--- config.mk ---
export PLATFORM = sky130hd
export DESIGN_NAME = unique_key_ordered_list_top
export DESIGN_NICKNAME = d
export VERILOG_FILES = /design/src/hw/rtl/ukol_pkg.sv /design/src/hw/rtl/unique_key_ordered_list_top.sv /design/src/hw/rtl/ukol_store.sv
export SDC_FILE = /design/constraint.sdc
export NUM_CORES = 1
export LEC_CHECK = 0
export ABC_AREA = 1
export BUFFER_PORTS_ARGS = -buffer_cell sky130_fd_sc_hd__buf_4
export CELL_PAD_IN_SITES_DETAIL_PLACEMENT = 1
export CELL_PAD_IN_SITES_GLOBAL_PLACEMENT = 1
export CORE_ASPECT_RATIO = 1.4
export CORE_MARGIN = 1
export CORE_UTILIZATION = 45
export DETAILED_ROUTE_END_ITERATION = 12
export PLACE_DENSITY = 0.82
export SETUP_SLACK_MARGIN = 0.5
export SLEW_MARGIN = 30
export SYNTH_ARGS = -nofsm -noshare
export SYNTH_HDL_FRONTEND = slang
export SYNTH_HIERARCHICAL = 1
export SYNTH_SLANG_ARGS = --single-unit
--- constraint.sdc ---
create_clock -name clock -period 8.55 [get_ports clock]
set_input_delay 0.4275 -clock clock [delete_from_list [all_inputs] [get_ports clock]]
set_output_delay 0.4275 -clock clock [all_outputs]
set_load 0.005 [all_outputs]
--- src/hw/rtl/ukol_pkg.sv ---
// Shared types and constants for the unique-key ordered list.
// No dependencies; imported by ukol_store, unique_key_ordered_list_top and the testbench.
package ukol_pkg;

   localparam int CAPACITY = 16;
   localparam int IDX_W    = $clog2(CAPACITY);
   localparam int CNT_W    = $clog2(CAPACITY + 1);
   localparam int KEY_W    = 16;

   // request codes
   localparam logic [2:0] REQ_INSERT_HEAD  = 3'd0;
   localparam logic [2:0] REQ_INSERT_AFTER = 3'd1;
   localparam logic [2:0] REQ_INSERT_TAIL  = 3'd2;
   localparam logic [2:0] REQ_DELETE       = 3'd3;
   localparam logic [2:0] REQ_DUMP         = 3'd4;

   // result status codes
   localparam logic [2:0] STATUS_OK        = 3'd0;
   localparam logic [2:0] STATUS_DUP       = 3'd1;
   localparam logic [2:0] STATUS_NOT_FOUND = 3'd2;
   localparam logic [2:0] STATUS_FULL      = 3'd3;
   localparam logic [2:0] STATUS_EMPTY     = 3'd4;

   typedef struct packed {
      logic [2:0]       req_type;
      logic [KEY_W-1:0] key;
      logic [KEY_W-1:0] ref_key;
   } req_payload_type;

   typedef struct packed {
      logic [2:0]       status;
      logic [KEY_W-1:0] item_key;
      logic             item_valid;
      logic             last;
   } rsp_payload_type;

   typedef enum logic [1:0] {
      SOP_NONE,
      SOP_INSERT,
      SOP_REMOVE
   } store_op_type;

   typedef struct packed {
      store_op_type     op;
      logic [IDX_W-1:0] pos;
      logic [KEY_W-1:0] key;
   } store_ctrl_type;

   typedef enum logic [1:0] {
      CS_IDLE,
      CS_SCAN,
      CS_APPLY,
      CS_DUMP
   } ctrl_state_type;

endpackage

--- src/hw/rtl/unique_key_ordered_list_top.sv ---
// Ordered list of unique 16-bit keys with insert, delete and dump requests.
// Depends on ukol_pkg and ukol_store.
//
// A request is taken when start is high and busy is low. Inserts and deletes
// walk the stored entries one per cycle through the single read port and its
// key and reference comparators, then apply the change in the apply state, the
// last state with busy high, and the single result follows in the cycle after
// it. A dump gives one result per key on consecutive cycles, head first, with
// last on the final one. Other requests, and a dump of an empty list, go
// straight to the apply state, and their result is registered from it.
// Results are shown for one cycle on rsp_strobe and cannot be held off, so a
// receiver must take them as they come.
module unique_key_ordered_list_top
   import ukol_pkg::*;
(
   input  logic            clock,
   input  logic            reset,
   input  logic            start,
   input  req_payload_type req_item,
   output logic            busy,
   output logic            rsp_strobe,
   output rsp_payload_type rsp_item
);

   ctrl_state_type   state_ff, state_in;
   req_payload_type  req_ff, req_in;
   logic [CNT_W-1:0] idx_ff, idx_in;
   logic             key_hit_ff, key_hit_in;
   logic [IDX_W-1:0] key_pos_ff, key_pos_in;
   logic             ref_hit_ff, ref_hit_in;
   logic [IDX_W-1:0] ref_pos_ff, ref_pos_in;
   logic             rsp_strobe_ff, rsp_strobe_in;
   rsp_payload_type  rsp_item_ff, rsp_item_in;
   store_ctrl_type   store_ctrl;
   logic [KEY_W-1:0] rd_key;
   logic [CNT_W-1:0] entry_count;
   logic             accept;
   logic             scan_active;
   logic             at_tail;
   logic             is_insert;

   ukol_store u_store (
      .clock       (clock),
      .reset       (reset),
      .ctrl        (store_ctrl),
      .rd_idx      (idx_ff[IDX_W-1:0]),
      .rd_key      (rd_key),
      .entry_count (entry_count)
   );

   assign busy        = (state_ff != CS_IDLE);
   assign accept      = start && !busy;
   assign scan_active = (idx_ff < entry_count);
   assign at_tail     = (idx_ff == entry_count - CNT_W'(1));
   assign is_insert   = (req_ff.req_type == REQ_INSERT_HEAD)  ||
                        (req_ff.req_type == REQ_INSERT_AFTER) ||
                        (req_ff.req_type == REQ_INSERT_TAIL);

   // next state
   always_comb begin
      state_in = state_ff;
      case (state_ff)
         CS_IDLE: begin
            if (accept) begin
               case (req_item.req_type)
                  REQ_INSERT_HEAD, REQ_INSERT_AFTER, REQ_INSERT_TAIL, REQ_DELETE: begin
                     state_in = CS_SCAN;
                  end
                  REQ_DUMP: begin
                     state_in = (entry_count != '0) ? CS_DUMP : CS_APPLY;
                  end
                  default: begin
                     state_in = CS_APPLY;
                  end
               endcase
            end
         end
         CS_SCAN: begin
            if (!scan_active) begin
               state_in = CS_APPLY;
            end
         end
         CS_APPLY: begin
            state_in = CS_IDLE;
         end
         CS_DUMP: begin
            if (at_tail) begin
               state_in = CS_IDLE;
            end
         end
         default: begin
            state_in = CS_IDLE;
         end
      endcase
   end

   // datapath, store control and result
   always_comb begin
      req_in        = req_ff;
      idx_in        = idx_ff;
      key_hit_in    = key_hit_ff;
      key_pos_in    = key_pos_ff;
      ref_hit_in    = ref_hit_ff;
      ref_pos_in    = ref_pos_ff;
      store_ctrl    = '{op: SOP_NONE, pos: '0, key: req_ff.key};
      rsp_strobe_in = 1'b0;
      rsp_item_in   = '{status: STATUS_OK, item_key: '0, item_valid: 1'b0, last: 1'b1};
      case (state_ff)
         CS_IDLE: begin
            if (accept) begin
               req_in = req_item;
            end
            idx_in     = '0;
            key_hit_in = 1'b0;
            ref_hit_in = 1'b0;
         end
         CS_SCAN: begin
            if (scan_active) begin
               // first match only; keys are unique anyway
               if (!key_hit_ff && rd_key == req_ff.key) begin
                  key_hit_in = 1'b1;
                  key_pos_in = idx_ff[IDX_W-1:0];
               end
               if (!ref_hit_ff && rd_key == req_ff.ref_key) begin
                  ref_hit_in = 1'b1;
                  ref_pos_in = idx_ff[IDX_W-1:0];
               end
               idx_in = idx_ff + CNT_W'(1);
            end
         end
         CS_APPLY: begin
            rsp_strobe_in = 1'b1;
            if (is_insert) begin
               if (key_hit_ff) begin
                  rsp_item_in.status = STATUS_DUP;
               end else if (entry_count == CNT_W'(CAPACITY)) begin
                  rsp_item_in.status = STATUS_FULL;
               end else begin
                  store_ctrl.op = SOP_INSERT;
                  if (req_ff.req_type == REQ_INSERT_HEAD) begin
                     store_ctrl.pos = '0;
                  end else if (req_ff.req_type == REQ_INSERT_AFTER && ref_hit_ff) begin
                     store_ctrl.pos = ref_pos_ff + IDX_W'(1);
                  end else begin
                     // tail, or insert-after with a missing reference
                     store_ctrl.pos = entry_count[IDX_W-1:0];
                  end
               end
            end else if (req_ff.req_type == REQ_DELETE) begin
               if (entry_count == '0) begin
                  rsp_item_in.status = STATUS_EMPTY;
               end else if (!key_hit_ff) begin
                  rsp_item_in.status = STATUS_NOT_FOUND;
               end else begin
                  store_ctrl.op  = SOP_REMOVE;
                  store_ctrl.pos = key_pos_ff;
               end
            end else if (req_ff.req_type == REQ_DUMP) begin
               rsp_item_in.status = STATUS_EMPTY;
            end
         end
         CS_DUMP: begin
            rsp_strobe_in          = 1'b1;
            rsp_item_in.item_key   = rd_key;
            rsp_item_in.item_valid = 1'b1;
            rsp_item_in.last       = at_tail;
            idx_in                 = idx_ff + CNT_W'(1);
         end
         default: begin
         end
      endcase
   end

   always_ff @(posedge clock) begin
      if (reset) begin
         state_ff      <= CS_IDLE;
         rsp_strobe_ff <= 1'b0;
         idx_ff        <= '0;
         key_hit_ff    <= 1'b0;
         ref_hit_ff    <= 1'b0;
      end else begin
         state_ff      <= state_in;
         rsp_strobe_ff <= rsp_strobe_in;
         idx_ff        <= idx_in;
         key_hit_ff    <= key_hit_in;
         ref_hit_ff    <= ref_hit_in;
      end
   end

   always_ff @(posedge clock) begin
      req_ff      <= req_in;
      key_pos_ff  <= key_pos_in;
      ref_pos_ff  <= ref_pos_in;
      rsp_item_ff <= rsp_item_in;
   end

   assign rsp_strobe = rsp_strobe_ff;
   assign rsp_item   = rsp_item_ff;

   // the count never goes past the capacity
   a_count_bound: assert property (@(posedge clock) disable iff (reset)
      entry_count <= CNT_W'(CAPACITY))
      else $error("entry count above capacity");

   // the entry count does not change while the list is being walked
   a_scan_stable: assert property (@(posedge clock) disable iff (reset)
      (state_ff == CS_SCAN) |=> $stable(entry_count))
      else $error("entry count changed during scan");

   // a dump streams without gaps until its last result
   a_dump_burst: assert property (@(posedge clock) disable iff (reset)
      (rsp_strobe && !rsp_item.last) |=> rsp_strobe)
      else $error("gap in dump results");

   // a result without a key is always the only one of its request
   a_single_last: assert property (@(posedge clock) disable iff (reset)
      (rsp_strobe && !rsp_item.item_valid) |-> rsp_item.last)
      else $error("non-dump result without last");

endmodule

--- src/hw/rtl/ukol_store.sv ---
// Key storage row for the ordered list: packed entries, count, one read port.
// Depends on ukol_pkg. Insert and remove shift the tail by one place in a single registered update.
module ukol_store
   import ukol_pkg::*;
(
   input  logic             clock,
   input  logic             reset,
   input  store_ctrl_type   ctrl,
   input  logic [IDX_W-1:0] rd_idx,
   output logic [KEY_W-1:0] rd_key,
   output logic [CNT_W-1:0] entry_count
);

   logic [KEY_W-1:0] keys_ff [CAPACITY];
   logic [KEY_W-1:0] keys_in [CAPACITY];
   logic [KEY_W-1:0] up_keys [CAPACITY];
   logic [KEY_W-1:0] dn_keys [CAPACITY];
   logic [CNT_W-1:0] count_ff;
   logic [CNT_W-1:0] count_in;

   // neighbour taps for the one-place shifts
   always_comb begin
      up_keys[0] = keys_ff[0];
      for (int i = 1; i < CAPACITY; i++) begin
         up_keys[i] = keys_ff[i-1];
      end
      dn_keys[CAPACITY-1] = keys_ff[CAPACITY-1];
      for (int i = 0; i < CAPACITY - 1; i++) begin
         dn_keys[i] = keys_ff[i+1];
      end
   end

   always_comb begin
      keys_in  = keys_ff;
      count_in = count_ff;
      case (ctrl.op)
         SOP_INSERT: begin
            for (int i = 0; i < CAPACITY; i++) begin
               if (IDX_W'(i) == ctrl.pos) begin
                  keys_in[i] = ctrl.key;
               end else if (IDX_W'(i) > ctrl.pos) begin
                  keys_in[i] = up_keys[i];
               end
            end
            count_in = count_ff + CNT_W'(1);
         end
         SOP_REMOVE: begin
            for (int i = 0; i < CAPACITY; i++) begin
               if (IDX_W'(i) >= ctrl.pos) begin
                  keys_in[i] = dn_keys[i];
               end
            end
            count_in = count_ff - CNT_W'(1);
         end
         default: begin
         end
      endcase
   end

   always_ff @(posedge clock) begin
      keys_ff <= keys_in;
   end

   always_ff @(posedge clock) begin
      if (reset) begin
         count_ff <= '0;
      end else begin
         count_ff <= count_in;
      end
   end

   assign rd_key      = keys_ff[rd_idx];
   assign entry_count = count_ff;

endmodule

* After elaboration in Yosys (flattened, before gate mapping)
Cells that the tools add are included.
** Word-level totals
- Flip-flop bits (word level) :: 335
- Input bits :: 38
- Output and inout port bits :: 23
- Word-level logic and storage cells :: 265
** Cells by class
- Add/subtract/negate cells :: 4
- Magnitude comparators :: 32
- Eq/ne operators :: 68
- Mux-type cells :: 83
- Bitwise gates (word level) :: 2
- Reduce and logical (&&, ||, !) cells :: 45
** Operators with widths (count)
- $mux W16 :: 48
- $pmux W256 S2 :: 1
- $bmux W16 S4 :: 1
- $reduce_and A3 Y1 :: 21
- $ne A3 B1 Y1 const B :: 14
- $eq A16 B16 Y1 :: 2
- $eq A4 B4 Y1 const A :: 8
- $gt A4 B4 Y1 const A :: 8
- $ne A2 B1 Y1 const B :: 16
- $mux W6 :: 5
- $ge A4 B4 Y1 const A :: 7
- $eq A3 B4 Y1 const A :: 4
- $ge A3 B4 Y1 const A :: 4
- $gt A3 B4 Y1 const A :: 4
- $mux W5 :: 3
- $pmux W5 S3 :: 1
- $mux W2 :: 7
- $eq A3 B2 Y1 const B :: 4
- $mux W3 :: 4
- $ne A2 B2 Y1 const B :: 6
- $add A5 B1 Y5 const B :: 2
- $pmux W5 S2 :: 1
- $eq A2 B4 Y1 const A :: 2
- $ge A1 B4 Y1 const A :: 2
- other kinds (34) :: 59

* Logic depth before layout (Yosys ltp)
- Word-level depth :: 12
- Depth in mapped cells :: 22
- Mapped depth without buffers :: 21

* Hierarchy
The synthesis kept the hierarchy.
** Modules (own cells, without submodules)
- ukol_store :: instances 1, cells each 1907, area each 15473.6 um2, sequential area each 7787.5 um2
- unique_key_ordered_list_top :: instances 1, cells each 353, area each 3335.7 um2, sequential area each 1911.8 um2

* Worst setup path after synthesis
OpenSTA, ideal clock, no wires.
- Kind :: reg-to-reg
- Start :: register u_store.count_ff[0] (netlist: u_store/entry_count[0])
- End :: register u_store.keys_ff, in the netlist u_store/dn_keys[176], enable pin
- Library setup time :: 0.394 ns
- Data arrival time :: 3.394 ns
- Required time :: 8.156 ns
- Path slack :: 4.762 ns
- Cell stages (with the launch flop) :: 13
- Path buffers :: 0
- Period minus slack after synthesis :: 3.788 ns
- Path through :: dfxtp_1 > inv_1 > ha_1 > nand3_2 > nand2_1 > nor3_2 > inv_1 > ha_1 > nor2_1 > nand2_1 > nand2_1 > inv_1 > a21oi_1
** RTL lines
- start: declaration :: line ukol_store.sv:18 : logic [CNT_W-1:0] count_ff;
- start signal: assignment :: line ukol_store.sv:68 : count_ff <= count_in;
- end signal: assignment :: line ukol_store.sv:61 : keys_ff <= keys_in;
- end: declaration :: line ukol_store.sv:14 : logic [KEY_W-1:0] keys_ff [CAPACITY];

==> metrics.md <==
| Metric | Value |
|---|---|
| CTS Buf Count | 37 |
| Largest net degree at the start of global routing | 220 |
| Fin cells | 2790 |
| Part of the power in registers | 0.454 |
| Fmax | 0.218 GHz |
| Clock skew | 15.9 ps |
| Arrival @ worst endpoint | 4810 ps |
| Avg WL per Cell | 24.3 um |
| H-tree depth | 2 |
| Grt ovf | 0 |
| Clock buffer depth | 3 |
| Slew margin rel. | 0.390 |
| Worst setup EP type | flop |
| Clk pin slew, worst setup/hold paths | 60 ps |
| Clock sink count | 335 |
| Post-Synth XOR/XNOR Area | 0.00931 |
| Final Hold Viols | 0 |
| Hpwl dp | 45.9 mm |
| Synthesis warning total | 6 |
| Antenna violations before repair | 0 |
| Adder-Cell Fraction of Synth Area | 0.0120 |
| Height of the die | 244 um |
| Die area | 42600 um2 |
| Count of cell types in the netlist | 37 |
| Diodes inserted | 0 |
| DRC | 0 |
| Max Slew Vio Count | 0 |
| Compound-Gate Fraction of Synth Area | 0.229 |
| Hold Crit Endpoint | req_ff[21] |
| Worst path required time | 8770 ps |
| Global Route Usage Sum | 0.316 |
| Resized cells post-CTS | 0 |
| Port buffer count | 60 |
| Worst Max-Slew Pin Slew | 912 ps |
| Post-synthesis net count | 2316 |
| Maxcap violations | 0 |
| First-pass GRT wire length | 104 mm |
| Vias | 17300 |
| #FFs+latches synth | 335 |
| Die X | 175 um |
| Simple-gate share of the synthesized area | 0.145 |
| Psw | 2260 uW |
| Layout cells sized above 1 | 0.0809 |
| Comb pwr share | 0.289 |
| RR Endpoint | u_store/dn_keys[188] |
| Initial core utilization | 0.457 |
| Sw frac | 0.380 |
| Lkg Pwr | 0.00787 uW |
| Post-DRT Antenna Nets | 0 |
| Final Cycle Share | 0.537 |
| Worst setup startpoint | u_store/entry_count[0] |
| Worst Path Max Fanout | 17 |
| HP Start | req_item[21] |
| Hold buffer count at CTS | 0 |
| Outcome | finished clean |
| Worst vdd ir | 0.000323 V |
| Final period demand of the worst path | 4590 ps |
| # IOs | 61 |
| Reg2reg path depth | 12 |
| RSZ-0062 raised after global routing | false |
| Clk Latency, worst-skew pair | 550 ps |
| Layout Utilization | 0.503 |
| WL final | 67.9 mm |
| Synthesized instance count | 2260 |
| Placed cells | 2722 |
| Max stage delay on crit path | 620 ps |
| Int Power | 3690 uW |
| Postcts setup bufs | 0 |
| CTS tree | built |
| Hold-critical path depth | 1 |
| Syn avg cell area | 8.32 um2 |
| Setup CP Type | reg -> reg |
| Nets | 2278 |
| Power share of the clock group | 0.257 |
| Startpoint Class | flop |
| Launch point of the worst reg-to-reg path | u_store/entry_count[0] |
| Pwr dens | 287 nW/um2 |
| Placement Rows | 88 |
| Sequential share of the synthesized area | 0.516 |
| Flop2flop setup slack | 3960 ps |
| Root buffer cell | clkbuf_16 |
| Iter 0 DRT Violations | 1549 |
| Worst-path cell chain | inv_1 -> ha_1 -> nand3_2 -> nand2_1 -> nor3_2 -> ha_1 -> inv_1 -> nand2_1 -> nand2_1 -> inv_1 -> a21oi_1 -> buf_4 |
| Final TNS setup | 0 ps |
| Via density | 6.19 |
| Min-Delay Path Class | in -> reg |
| Final GP Congestion | 0.906 |
| Area Overhead vs Synth | 10.2% |
| Slowest CP cell | nand2_1 |
| Mux share of post-synthesis cell area | 0 |
| Number of global-route vias before repair | 17800 |
| DRT Pass-1 Iters | 6 |
| Largest family of logic cells by synthesized area | compound AO/OA/AOI/OAI gates |
| Mapped Area | 18800 um2 |
| CORE AREA | 41200 um2 |
| Final setup vio count | 0 |
## metal layers
metal | GRT usage | vias up | share of wire
met5 | 0 | - | 0
met4 | 0.202 | 0 | 0.069
met3 | 0.0443 | 219 | 0.061
met2 | 0.535 | 664 | 0.49
met1 | 0.376 | 8640 | 0.38
li1 | - | 7760 | -
## cells in the final DEF (no fill, tap or decap), types with 3 or more instances in the layout
cell,Yosys,final
a21oi_1,295,293
a31oi_1,55,54
buf_4,0,87
clkbuf_1,116,7
clkbuf_16,0,39
clkinv_1,4,16
clkinv_2,0,5
dfxtp_1,36,34
edfxtp_1,299,299
ha_1,18,16
inv_1,244,243
inv_2,10,10
nand2_1,430,424
nand2_2,3,9
nand3_1,116,116
nand4_1,5,5
nor2_1,99,95
nor2_2,3,7
nor3_1,8,7
nor3_2,2,3
o211ai_1,101,101
o21ai_0,323,317
o21ai_1,6,11
xnor2_1,16,16
xor2_1,4,4
## synthesized netlist by cell type
cell	number	share of area
nand2_1	430	0.086
o21ai_0	323	0.086
edfxtp_1	299	0.48
a21oi_1	295	0.078
inv_1	244	0.049
clkbuf_1	116	0.023
nand3_1	116	0.031
o211ai_1	101	0.040
nor2_1	99	0.020
a31oi_1	55	0.018
buf_2	42	0.011
dfxtp_1	36	0.038
ha_1	18	0.012
xnor2_1	16	0.0075
inv_2	10	0.0020
buf_1	8	0.0016
nor3_1	8	0.0021
o21ai_1	6	0.0016
nand4_1	5	0.0017
clkinv_1	4	0.00080
xor2_1	4	0.0019
nand2_2	3	0.0010
nor2_2	3	0.0010
nand3b_1	2	0.00080
nor3_2	2	0.0011
o2111ai_1	2	0.00093
o22ai_1	2	0.00067
o31ai_1	2	0.00080
a211oi_1	1	0.00040
a32o_1	1	0.00053
buf_6	1	0.00060
bufinv_8	1	0.00093
nand3_2	1	0.00053
o21ai_2	1	0.00047
o21bai_1	1	0.00040
or2_1	1	0.00033
or2_2	1	0.00033
## state kept, by name, summed over array words and instances, names as in the netlist
signal,flops
rsp_strobe,1
req_ff,35
ref_hit_ff,1
ref_pos_ff,4
u_store/entry_count,5
u_store/keys_ff,16
key_hit_ff,1
idx_ff,5
u_store/dn_keys,240
key_pos_ff,4
rsp_item,21
state_ff,2
## worst max-delay path: cells and delay by family (launching register included)
kind	cells	cell delay, ps
compound gates	1	260
fa+ha+maj	2	870
buf+inv	4	1100
flops	1	490
simple gates	5	1530
## power groups by stage
stage | Sequential, uW | Clock, uW | Combinational, uW
after floorplan | 2540 | 0 | 1090
after global placement | 2700 | 0 | 1590
after detailed placement | 2720 | 0 | 1670
after CTS | 2690 | 1540 | 1690
after global routing | 2730 | 1590 | 1870
final | 2700 | 1530 | 1720
## kinds of logic (layout without fill, tap and decap cells)
kind of cell,after synthesis,in the layout
AO/OA/AOI/OAI,790,790
XOR/XNOR,20,20
adder cells (fa/ha/maj),18,18
buffers and inverters,426,416
flip-flops,335,335
AND/OR/NAND/NOR,671,671
## how the worst max path moves through the flow
stage	endpoint	cells past startpoint
finish	u_store/dn_keys[188]	12
global route	u_store/entry_count[4]	17
CTS	u_store/dn_keys[186]	12
detailed placement	u_store/dn_keys[126]	12
global placement	u_store/dn_keys[59]	12
floorplan	u_store/dn_keys[176]	12
## stage by stage
stage	total power (uW)	instance area, um2	setup slack (ps)	hold slack (ps)
after global placement	4290	19500	4200	511
after CTS	5920	20700	4030	43.9
after detailed placement	4390	19600	4100	520
final	5950	20700	3960	54.4
after floorplan	3640	18800	4760	438
after global routing	6190	20700	3670	48.4
## area by class of cell
cell class,count,area (um2)
multi-input combinational,1499,7530
fill,4961,20500
clock buffer,48,1030
inverter,259,998
clock inverter,19,87.6
tap,540,676
sequential,335,9710
timing repair buffer,90,696
No activity file was read; power rests on OpenSTA's default activity.
